**src/rtl/assert_macros.svh**
```systemverilog
// Assertion macros for the RTL; included by matrix_determinant_top.sv.
`ifndef ASSERT_MACROS_SVH
`define ASSERT_MACROS_SVH

// Implication checked in the same cycle.
`define ASSERT_SAME(label, clk, rst_n, a, b) \
    label: assert property (@(posedge clk) disable iff (!rst_n) (a) |-> (b)) \
        else $error("assertion failed");

// Implication checked in the next cycle.
`define ASSERT_NEXT(label, clk, rst_n, a, b) \
    label: assert property (@(posedge clk) disable iff (!rst_n) (a) |=> (b)) \
        else $error("assertion failed");

`endif

```
**src/rtl/mdet_pkg.sv**
```systemverilog
// Shared constants for the matrix determinant block.
package mdet_pkg;

    localparam int NUM_PERMS = 24;
    localparam int FRAC_BITS = 8;
    localparam int RES_FRAC_BITS = 32;
    localparam int TAB_ORDER = 4;
    localparam int RESULT_BITS = 64;

    // Permutations of 0..3, lexicographic; nibble r holds the column of row r.
    localparam logic [15:0] PERM_TAB [NUM_PERMS] = '{
        16'h3210, 16'h2310, 16'h3120, 16'h1320, 16'h2130, 16'h1230,
        16'h3201, 16'h2301, 16'h3021, 16'h0321, 16'h2031, 16'h0231,
        16'h3102, 16'h1302, 16'h3012, 16'h0312, 16'h1032, 16'h0132,
        16'h2103, 16'h1203, 16'h2013, 16'h0213, 16'h1023, 16'h0123
    };

    // Odd permutation flags, bit i for table entry i.
    localparam logic [NUM_PERMS-1:0] PERM_ODD = {
        1'b0, 1'b1, 1'b1, 1'b0, 1'b0, 1'b1,
        1'b1, 1'b0, 1'b0, 1'b1, 1'b1, 1'b0,
        1'b0, 1'b1, 1'b1, 1'b0, 1'b0, 1'b1,
        1'b1, 1'b0, 1'b0, 1'b1, 1'b1, 1'b0
    };

    function automatic logic [1:0] perm_col(input logic [4:0] idx, input logic [1:0] row);
        logic [15:0] p;
        p = PERM_TAB[idx];
        return p[{row, 2'b00} +: 2];
    endfunction

endpackage

```
**src/rtl/mdet_store.sv**
```systemverilog
// Entry store: one write port, one read port with registered data.
module mdet_store #(
    parameter int DEPTH = 16,
    parameter int WIDTH = 16,
    parameter int AW = 4
) (
    input  logic             clk,
    input  logic             wr_en,
    input  logic [AW-1:0]    wr_addr,
    input  logic [WIDTH-1:0] wr_data,
    input  logic             rd_en,
    input  logic [AW-1:0]    rd_addr,
    output logic [WIDTH-1:0] rd_data
);

    logic [WIDTH-1:0] mem [DEPTH];

    always_ff @(posedge clk)
    begin
        if (wr_en)
        begin
            mem[wr_addr] <= wr_data;
        end
        if (rd_en)
        begin
            rd_data <= mem[rd_addr];
        end
    end

endmodule

```
**src/rtl/matrix_determinant_top.sv**
```systemverilog
// Top level of the matrix determinant block.
// Load: one entry per cycle, n*n requests; the last one starts the evaluation unless a register write comes with it.
// Evaluation: Leibniz sum on one shared multiplier fed by the entry store's read port;
//   the CALC, DRAIN1 and DRAIN2 states follow, and the result is registered in FIN.
// No entry of the next matrix is taken until the result of this one is registered.
// Reset: order register returns to 4, load count to zero, no result pending.
`include "assert_macros.svh"

module matrix_determinant_top #(
    parameter int MAX_ORDER = 4,
    parameter int ENTRY_BITS = 16
) (
    input  logic                  clk,
    input  logic                  rst_n,
    input  logic                  cfg_valid,
    output logic                  cfg_ready,
    input  logic [2:0]            matrix_order,
    input  logic                  in_valid,
    output logic                  in_ready,
    input  logic signed [15:0]    matrix_entry,
    output logic                  out_valid,
    input  logic                  out_ready,
    output logic signed [63:0]    determinant,
    output logic                  saturated
);

    localparam int DEPTH = MAX_ORDER * MAX_ORDER;
    localparam int AW = (DEPTH > 1) ? $clog2(DEPTH) : 1;
    localparam int CW = $clog2(DEPTH + 1);
    localparam int PROD_W = 4 * ENTRY_BITS;
    localparam int ACC_W = (PROD_W + 8 > 66) ? PROD_W + 8 : 66;
    localparam int RB = mdet_pkg::RESULT_BITS;

    typedef enum logic [2:0] {LOAD, CALC, DRAIN1, DRAIN2, FIN} state_t;

    state_t            state_reg;
    logic [2:0]        order_reg;
    logic [CW-1:0]     count_reg;
    logic [4:0]        perm_reg;
    logic [1:0]        row_reg;
    logic              rd_valid_reg;
    logic              rd_first_reg;
    logic              rd_neg_reg;
    logic              have_prod_reg;
    logic              out_valid_reg;

    logic signed [PROD_W-1:0] prod_reg;
    logic                     prod_neg_reg;
    logic signed [ACC_W-1:0]  acc_reg;
    logic signed [RB-1:0]     det_reg;
    logic                     sat_reg;

    // Effective order: zero counts as one, large values clamp to the maximum.
    logic [2:0] n_eff;
    always_comb
    begin
        priority if (order_reg == 3'd0)
            n_eff = 3'd1;
        else if (order_reg > 3'(MAX_ORDER))
            n_eff = 3'(MAX_ORDER);
        else
            n_eff = order_reg;
    end

    logic [5:0] n_sq;
    assign n_sq = 6'(n_eff) * 6'(n_eff);

    logic in_acc, out_acc, cfg_acc, last_entry;
    assign in_acc     = in_valid && in_ready;
    assign out_acc    = out_valid && out_ready;
    assign cfg_acc    = cfg_valid && cfg_ready;
    assign last_entry = in_acc && (6'(count_reg) + 6'd1 == n_sq);

    // A permutation counts only when it fixes every row at or above the order.
    logic perm_ok;
    always_comb
    begin
        perm_ok = 1'b1;
        for (int r = 0; r < mdet_pkg::TAB_ORDER; r++)
        begin
            if (3'(r) >= n_eff && mdet_pkg::perm_col(perm_reg, 2'(r)) != 2'(r))
                perm_ok = 1'b0;
        end
    end

    logic       issue, row_last, perm_last;
    logic [5:0] rd_addr_full;
    assign issue        = (state_reg == CALC) && perm_ok;
    assign row_last     = (3'(row_reg) + 3'd1 == n_eff);
    assign perm_last    = (perm_reg == 5'(mdet_pkg::NUM_PERMS - 1));
    assign rd_addr_full = 6'(row_reg) * 6'(n_eff)
                        + 6'(mdet_pkg::perm_col(perm_reg, row_reg));

    logic [ENTRY_BITS-1:0] rd_data;

    mdet_store #(
        .DEPTH (DEPTH),
        .WIDTH (ENTRY_BITS),
        .AW    (AW)
    ) u_store (
        .clk     (clk),
        .wr_en   (in_acc),
        .wr_addr (count_reg[AW-1:0]),
        .wr_data (matrix_entry[ENTRY_BITS-1:0]),
        .rd_en   (issue),
        .rd_addr (rd_addr_full[AW-1:0]),
        .rd_data (rd_data)
    );

    // Result scaling to Q31.32 and saturation check.
    logic signed [ACC_W-1:0] scaled;
    logic                    fits;
    always_comb
    begin
        unique case (n_eff)
            3'd1:    scaled = acc_reg <<< 24;
            3'd2:    scaled = acc_reg <<< 16;
            3'd3:    scaled = acc_reg <<< 8;
            default: scaled = acc_reg;
        endcase
        fits = (scaled[ACC_W-1:RB-1] == '0) || (scaled[ACC_W-1:RB-1] == '1);
    end

    logic finish;
    assign finish = (state_reg == FIN) && (!out_valid_reg || out_ready);

    always_ff @(posedge clk or negedge rst_n)
    begin
        if (!rst_n)
        begin
            state_reg     <= LOAD;
            order_reg     <= 3'd4;
            count_reg     <= '0;
            perm_reg      <= '0;
            row_reg       <= '0;
            rd_valid_reg  <= 1'b0;
            have_prod_reg <= 1'b0;
            out_valid_reg <= 1'b0;
        end
        else
        begin
            rd_valid_reg <= issue;
            if (cfg_acc)
            begin
                order_reg <= matrix_order;
            end
            // A register write drops the load in progress, even on its last entry.
            if (cfg_acc || last_entry)
                count_reg <= '0;
            else if (in_acc)
                count_reg <= count_reg + 1'b1;
            // A new result may replace the one accepted in the same cycle.
            if (finish)
                out_valid_reg <= 1'b1;
            else if (out_acc)
                out_valid_reg <= 1'b0;
            unique case (state_reg)
                LOAD:
                begin
                    if (last_entry && !cfg_acc)
                    begin
                        perm_reg      <= '0;
                        row_reg       <= '0;
                        have_prod_reg <= 1'b0;
                        state_reg     <= CALC;
                    end
                end
                CALC:
                begin
                    if (rd_valid_reg && rd_first_reg)
                        have_prod_reg <= 1'b1;
                    if (!perm_ok || row_last)
                    begin
                        row_reg  <= '0;
                        perm_reg <= perm_reg + 1'b1;
                        if (perm_last)
                            state_reg <= DRAIN1;
                    end
                    else
                    begin
                        row_reg <= row_reg + 1'b1;
                    end
                end
                DRAIN1:
                begin
                    if (rd_valid_reg && rd_first_reg)
                        have_prod_reg <= 1'b1;
                    state_reg <= DRAIN2;
                end
                DRAIN2:
                begin
                    have_prod_reg <= 1'b0;
                    state_reg     <= FIN;
                end
                FIN:
                begin
                    if (finish)
                        state_reg <= LOAD;
                end
                default:
                begin
                    state_reg <= LOAD;
                end
            endcase
        end
    end

    // Datapath: product of the current term and the exact running sum.
    logic signed [PROD_W-1:0]            data_ext;
    logic signed [PROD_W+ENTRY_BITS-1:0] mul_full;
    logic signed [ACC_W-1:0]             prod_ext;
    logic                                add_term;
    assign data_ext = PROD_W'($signed(rd_data));
    assign mul_full = prod_reg * $signed(rd_data);
    assign prod_ext = ACC_W'(prod_reg);
    assign add_term = have_prod_reg
                   && ((rd_valid_reg && rd_first_reg) || (state_reg == DRAIN2));

    always_ff @(posedge clk)
    begin
        rd_first_reg <= (row_reg == 2'd0);
        rd_neg_reg   <= mdet_pkg::PERM_ODD[perm_reg];
        if (state_reg == LOAD)
            acc_reg <= '0;
        else if (add_term)
            acc_reg <= prod_neg_reg ? acc_reg - prod_ext : acc_reg + prod_ext;
        if (rd_valid_reg)
        begin
            if (rd_first_reg)
            begin
                prod_reg     <= data_ext;
                prod_neg_reg <= rd_neg_reg;
            end
            else
            begin
                prod_reg <= mul_full[PROD_W-1:0];
            end
        end
        if (finish)
        begin
            sat_reg <= !fits;
            if (fits)
                det_reg <= scaled[RB-1:0];
            else if (scaled[ACC_W-1])
                det_reg <= {1'b1, {(RB-1){1'b0}}};
            else
                det_reg <= {1'b0, {(RB-1){1'b1}}};
        end
    end

    assign cfg_ready   = 1'b1;
    assign in_ready    = (state_reg == LOAD);
    assign out_valid   = out_valid_reg;
    assign determinant = det_reg;
    assign saturated   = sat_reg;

    // A clamped result carries one of the two range limits.
    `ASSERT_SAME(a_sat_clamp, clk, rst_n, out_valid && saturated,
        (determinant == {1'b1, {(RB-1){1'b0}}}) || (determinant == {1'b0, {(RB-1){1'b1}}}))
    // The last entry of a matrix closes the load side.
    `ASSERT_NEXT(a_last_busy, clk, rst_n, last_entry && !cfg_acc, !in_ready)
    // A register write restarts the load.
    `ASSERT_NEXT(a_cfg_clear, clk, rst_n, cfg_acc, count_reg == '0)
    // Store reads happen only during evaluation.
    `ASSERT_SAME(a_read_calc, clk, rst_n, rd_valid_reg,
        (state_reg == DRAIN1) || (state_reg == CALC))

endmodule

```
**config.mk**
```make
export PLATFORM = sky130hd
export DESIGN_NAME = matrix_determinant_top
export DESIGN_NICKNAME = d
export VERILOG_FILES = /design/src/rtl/mdet_pkg.sv /design/src/rtl/mdet_store.sv /design/src/rtl/matrix_determinant_top.sv
export VERILOG_INCLUDE_DIRS = /design/src /design/src/rtl
export SDC_FILE = /design/constraint.sdc
export NUM_CORES = 2
export LEC_CHECK = 0
export ABC_AREA = 1
export BUFFER_PORTS_ARGS = -buffer_cell sky130_fd_sc_hd__buf_2
export CORE_ASPECT_RATIO = 0.5
export CORE_UTILIZATION = 60
export CTS_CLUSTER_DIAMETER = 200
export DETAILED_ROUTE_END_ITERATION = 12
export PLACE_DENSITY = 0.77
export SLEW_MARGIN = 30
export SYNTH_ARGS = -nofsm -noshare
export SYNTH_HDL_FRONTEND = slang
export SYNTH_SLANG_ARGS = --single-unit
```
**constraint.sdc**
```tcl
create_clock -name clk -period 8.45 [get_ports clk]
set_clock_uncertainty 0.05 [all_clocks]
set_input_delay 1.2675 -clock clk [delete_from_list [all_inputs] [get_ports clk]]
set_output_delay 1.2675 -clock clk [all_outputs]
set_load 0.1 [all_outputs]
```
After elaboration in Yosys (flattened, before gate mapping)
Memory sizes are Yosys's and may differ from the RTL's. A register that Yosys moved wholly into a read port is not among the register bits.
Index checks and enable logic that the tools add are counted.
W data, S select, Z words.
{"block": "word_totals", "regBits": 224, "mem_bits_rw": 256, "romBits": 544, "inputBits": 24, "output_inout_bits": 68, "wordCells": 124, "mem_count": 3}
{"block": "op_classes", "n_addsub": 8, "multipliers": 3, "magnitude_cmp": 6, "n_eq_ne": 19, "shifts": 1, "n_mux": 33, "bitwise_logic": 1, "reduce_logical": 36}
{"name": "(name not given)", "depth": 32, "word_bits": 16, "read_ports": 1, "rd_clocked_by_memory_dff": 0, "wr": 0, "line_no": "mdet_pkg.sv:28", "text": "p = PERM_TAB[idx];"}
{"name": "u_store.mem", "depth": 16, "word_bits": 16, "read_ports": 1, "rd_clocked_by_memory_dff": 1, "wr": 1, "line_no": "mdet_store.sv:16", "text": "logic [WIDTH-1:0] mem [DEPTH];"}
{"name": "(name not given)", "depth": 32, "word_bits": 1, "read_ports": 1, "rd_clocked_by_memory_dff": 1, "wr": 0, "line_no": "matrix_determinant_top.sv:222", "text": "rd_neg_reg <= mdet_pkg::PERM_ODD[perm_reg];"}
{"cell": "$pmux W72 S3", "count": 1}
{"cell": "$mux W64", "count": 3}
{"cell": "$add A72 B64 Y72", "count": 1}
{"cell": "$mux W72", "count": 1}
{"cell": "$sub A72 B64 Y72", "count": 1}
{"cell": "$mul A64 B16 Y64", "count": 1}
{"cell": "$mux W16", "count": 2}
{"cell": "$mux W5", "count": 4}
{"cell": "$mux W3", "count": 6}
{"cell": "$shiftx A16 B5 Y2", "count": 1}
{"cell": "$pmux W3 S5", "count": 1}
{"cell": "$eq A3 B2 Y1 const B", "count": 4}
{"cell": "$logic_and A1 B1 Y1", "count": 12}
{"cell": "$add A5 B1 Y5 const B", "count": 2}
{"cell": "$mux W1", "count": 10}
{"cell": "$pmux W5 S2", "count": 1}
{"cell": "$eq A9 B9 Y1 const B", "count": 1}
{"cell": "$logic_not A9 Y1", "count": 1}
{"cell": "$ne A2 B1 Y1 const B", "count": 4}
{"cell": "$ne A2 B2 Y1 const B", "count": 4}
{"cell": "$reduce_bool A2 Y1", "count": 4}
{"cell": "$add A5 B1 Y6 const B", "count": 1}
{"cell": "$eq A3 B1 Y1 const B", "count": 2}
{"cell": "$eq A6 B6 Y1", "count": 1}
{"cell": "other kinds (25)", "count": 38}

Logic depth before layout (Yosys ltp)
{"block": "depth", "word_depth": 14, "mapped_depth": 30, "depth_no_buf": 29}

By module
A second synthesis with hierarchy kept.
{"block": "unflattened", "cells_unflattened": 7950, "area_unflattened_um2": 59823.6}
{"mod": "matrix_determinant_top", "instances": 1, "cells_each": 6876, "area_per_inst_um2": 48282.6, "seq_area_each_um2": 5911.9}
{"mod": "mdet_store", "instances": 1, "cells_each": 1074, "area_per_inst_um2": 11541.1, "seq_area_each_um2": 8167.8}

Worst setup path before layout
No wires, ideal clock.
{"block": "synth_path", "path_type": "register -> register", "startpoint": "register u_store.rd_data[5], read port of u_store.mem", "endpoint": "register prod_reg[43] (data pin)", "setup_time_ns": 0.264, "arrival_ns": 5.700, "required_ns": 8.136, "setup_slack_ns": 2.436, "path_stages_with_launch": 29, "path_buffers": 3, "period_less_slack_ns": 6.014, "path_cell_list": "edfxtp_1 > clkbuf_1 > clkbuf_1 > buf_1 > nand2_1 > fa_1 > inv_1 > fa_1 > inv_1 > fa_1 > inv_1 > fa_1 > fa_1 > inv_1 > fa_1 > inv_1 > ha_1 > inv_1 > o21ai_0 > nand2_1 > nand2_1 > inv_1 > o21ai_0 > o21bai_1 > a21oi_1 > nand2_1 > or2_2 > nand3_1 > nand2_1"}
{"block": "synth_between", "elab_chain_cells": 2}
{"item": "from (decl)", "line_no": "mdet_store.sv:13", "text": "output logic [WIDTH-1:0] rd_data"}
{"item": "$mul A64 B16 Y64", "line_no": "matrix_determinant_top.sv:214", "text": "assign mul_full = prod_reg * $signed(rd_data);"}
{"item": "$mux W64", "line_no": "matrix_determinant_top.sv:229", "text": "if (rd_first_reg)"}
{"item": "to (signal assigned)", "line_no": "matrix_determinant_top.sv:231", "text": "prod_reg <= data_ext;"}
{"item": "to (signal assigned)", "line_no": "matrix_determinant_top.sv:236", "text": "prod_reg <= mul_full[PROD_W-1:0];"}
{"item": "to (decl)", "line_no": "matrix_determinant_top.sv:47", "text": "logic signed [PROD_W-1:0] prod_reg;"}
Every way passes these cells.
A chain may end at the register's enable or synchronous reset.

Final worst setup path
{"block": "layout_path", "startpoint": "register u_store.rd_data[15], read port of u_store.mem", "endpoint": "register prod_reg[50] (data pin)"}
{"block": "layout_between", "elab_chain_cells": 2}
{"item": "$mul A64 B16 Y64", "line_no": "matrix_determinant_top.sv:214"}
{"item": "$mux W64 (*)", "line_no": "matrix_determinant_top.sv:229"}
Every way passes the cells marked *; elsewhere a longest branch is shown, timed or not.

==> results.yml <==
sta:
  max_freq_mhz: 137
  slew_violations: 0
  tightest_slew_ps: 1100
  tns_ps: 0
  fin_crit_ps: 7270
  fin_crit_sh_pct: 86.1
  rsz0062_at_grt: "false"
  slew_headroom_pct: 26.7
  hold_viol: 0
  setup_violations: 0
route:
  wl_per_cell_um: 21.3
  ant_nets: 0
  drt_iter0_drc: 5738
  routed_via_density: 5.77
  drc: 0
  wirelength_mm: 188
  vias: 51011
  drt_pre_antenna_iters: 6
setup_path:
  crit_start: "u_store.rd_data[15]"
  critPathCaptureType: "flip-flop"
  cp_max_fo: 29
  crit_path_max_incr_delay_ps: 690
  endpoint: "prod_reg[50]"
  cp.required_ps: 8760
  r2r-end: "prod_reg[50]"
  cp_cell_sequence: "buf_4 -> clkinv_1 -> buf_4 -> nor2_1 -> fa_1 -> fa_1 -> fa_1 -> fa_1 -> fa_1 -> inv_1 -> fa_1 -> inv_1 -> ha_1 -> a21oi_1 -> o21ai_0 -> a21oi_1 -> o21ai_0 -> nand3_1 -> nand3_1 -> nor2_1 -> o21ai_0"
  crit_cells: 21
  rrSetupSlack_ps: 1180
  regToRegStartpoint: "u_store.rd_data[15]"
  crit_slowest_cell: "clkinv_1"
  crit_arrival_ps: 7580
  crit_path_start_kind: "flip-flop"
  worstSetupPathType: "flip-flop to flip-flop"
  cp_common_cell: "fa_1"
  crit_family: "adder cells"
  r2r_cells: 21
  path_buf_inv: 5
global_routing:
  grt_max_degree: 91
  antenna_found_initial: 7
  overflow: 0
  grt_pass1_vias: 50704
  grt_pass1_wl_mm: 289
  grtUsageTotal_pct: 38.5
clocking:
  tritoncts: "built"
  cts.path.max_buffers: 3
  root_buffer: "clkbuf_16"
  post_cts.repair.setup_buffers: 0
  numClockSinks: 497
  cts_buffers: 47
  cts_max_level: 2
  cts_hold_buf: 0
  insertion_delay_ps: 650
  cts_resized: 0
  cts.clk_slew.worst_paths_ps: 80
yosys:
  async_reset_ff_share_pct: 4.23
  syn_nets: 8594
  synth_cell_types: 65
  postSynth.topFlopCell: "edfxtp_1"
  synth-edff-count: 402
  synth_warnings: 0
  syn_area_um2: 58800
  syn_area_per_cell_um2: 7.77
  seq_area_frac_synth_pct: 23.9
  synth-seq-cells: 497
  syn_inst: 7568
finish:
  syn_to_final_growth_pct: 6.13
  finalNonFillerCells: 8842
  nFillCells: 8315
  final_cell_area_um2: 62400
  multiInputGateArea_um2: 36700
  largest_register_ffs: 256
  nNetsFinal: 8513
  final-seq-area_um2: 14100
  drive_gt1_share_pct: 4.89
floorplan:
  rows: 80
  core_region_area_um2: 96200
  fp.dieH_um: 223
  die_w_um: 445
  initial_utilization_pct: 61.2
  dieArea_um2: 99400
  ios: 92
placed_design:
  placement.io_buffers: 90
  dp_cells: 8736
  placed_area_um2: 60600
  gp_congestion: 1.09
  dp_hpwl_mm: 143
flow_run:
  max_cap_viol_count: 0
run_status:
  status: "finished, final reports clean"
min_path:
  hold_class: "flip-flop to flip-flop"
## stage by stage
| step | setup slack [ps] | util, % | hold WS, ps |
|---|---|---|---|
| final | 1180 | 64.9 | 363 |
| after global routing | 942 | 64.9 | 372 |
| after CTS | 1360 | 64.7 | 360 |
| after detailed placement | 1400 | 63.0 | 345 |
| after global placement | 1310 | 62.7 | 338 |
| after floorplan | 2440 | - | 336 |
## final cells by class
class                           count  area share, %
Antenna cell                        4         0.0160
Clock buffer                       55           1.98
Clock inverter                     33          0.597
Inverter                         1779           10.7
Multi-Input combinational cell   4948           58.8
Sequential cell                   497           22.5
Tap cell                         1312           2.63
Timing Repair Buffer              214           2.76
## how the worst min path moves through the flow
stage | start | end | cells past startpoint
final | rd_neg_reg | prod_neg_reg | 0
after global routing | rd_neg_reg | prod_neg_reg | 0
after CTS | rd_neg_reg | prod_neg_reg | 0
after detailed placement | rd_neg_reg | prod_neg_reg | 0
after global placement | rd_neg_reg | prod_neg_reg | 0
after floorplan | rd_neg_reg | prod_neg_reg | 0
## worst register-to-register path: stages (launching register included)
cell and delay (ps):
edfxtp_1 340, buf_4 190, clkinv_1 700, buf_4 570, nor2_1 220, fa_1 480, fa_1 520, fa_1 430
fa_1 460, fa_1 490, inv_1 50, fa_1 550, inv_1 70, ha_1 350, a21oi_1 230, o21ai_0 170
a21oi_1 370, o21ai_0 280, nand3_1 130, nand3_1 150, nor2_1 110, o21ai_0 90
## kinds of logic after synthesis
kind of cell	after synthesis	share of synthesized area (%)
and+or+nand+nor	2787	19.1
buffers and inverters	2123	13.9
AOI/OAI and AO/OA	1006	9.84
adders and majority gates	1002	30.9
DFF	497	23.9
xor gates and xnor gates	123	1.83
muxes	28	0.476
other	2	0.0128
## cell usage after synthesis, types with 57 or more instances
| master | n | share of area, % |
|---|---|---|
| nand3_1 | 211 | 1.8 |
| buf_1 | 57 | 0.36 |
| fa_1 | 755 | 26 |
| o22ai_1 | 68 | 0.72 |
| ha_1 | 247 | 5.3 |
| o21ai_0 | 345 | 2.9 |
| o21ai_1 | 64 | 0.54 |
| nand2_1 | 1724 | 11 |
| dfxtp_1 | 74 | 2.5 |
| inv_1 | 1769 | 11 |
| clkbuf_1 | 214 | 1.4 |
| nor2_1 | 682 | 4.4 |
| xor2_1 | 86 | 1.3 |
| edfxtp_1 | 402 | 21 |
| a21oi_1 | 317 | 2.7 |
## layout by cell type, fill, tap and decap left out, types with 10 or more instances in the layout
cell,instances
buf_2,90
o21ai_1,64
buf_4,75
ha_1,245
o21ai_0,345
or2_2,13
o32ai_1,36
nand3_1,211
o21bai_1,28
nand2_1,1723
o221ai_1,35
buf_6,27
a31oi_1,11
inv_1,1768
a21oi_1,317
clkbuf_16,48
nor2_2,17
nand4_1,43
mux2i_1,28
xnor2_1,37
buf_12,10
nor3_1,41
nand3b_1,15
a21o_1,19
fa_1,755
edfxtp_1,402
a221oi_1,34
dfxtp_1,73
dfrtp_1,19
xor2_1,85
clkinv_1,11
o22ai_1,68
nor4_1,12
o21a_1,11
nor2_1,668
buf_8,10
o211ai_1,19
## layer usage
metal  wire length [um]  part of all wire, %  up-vias  track usage [%]
li1                   -                    -    23021                -
met1              72300                   38    24264             51.0
met2              81300                   43     3094             58.9
met3              24300                   13      630             10.1
met4              10600                  5.6        2             18.6
met5                 10               0.0053        -                0
Power is not shown: default switching activity piles up to over one toggle a cycle in this logic, so the estimate is an artifact.
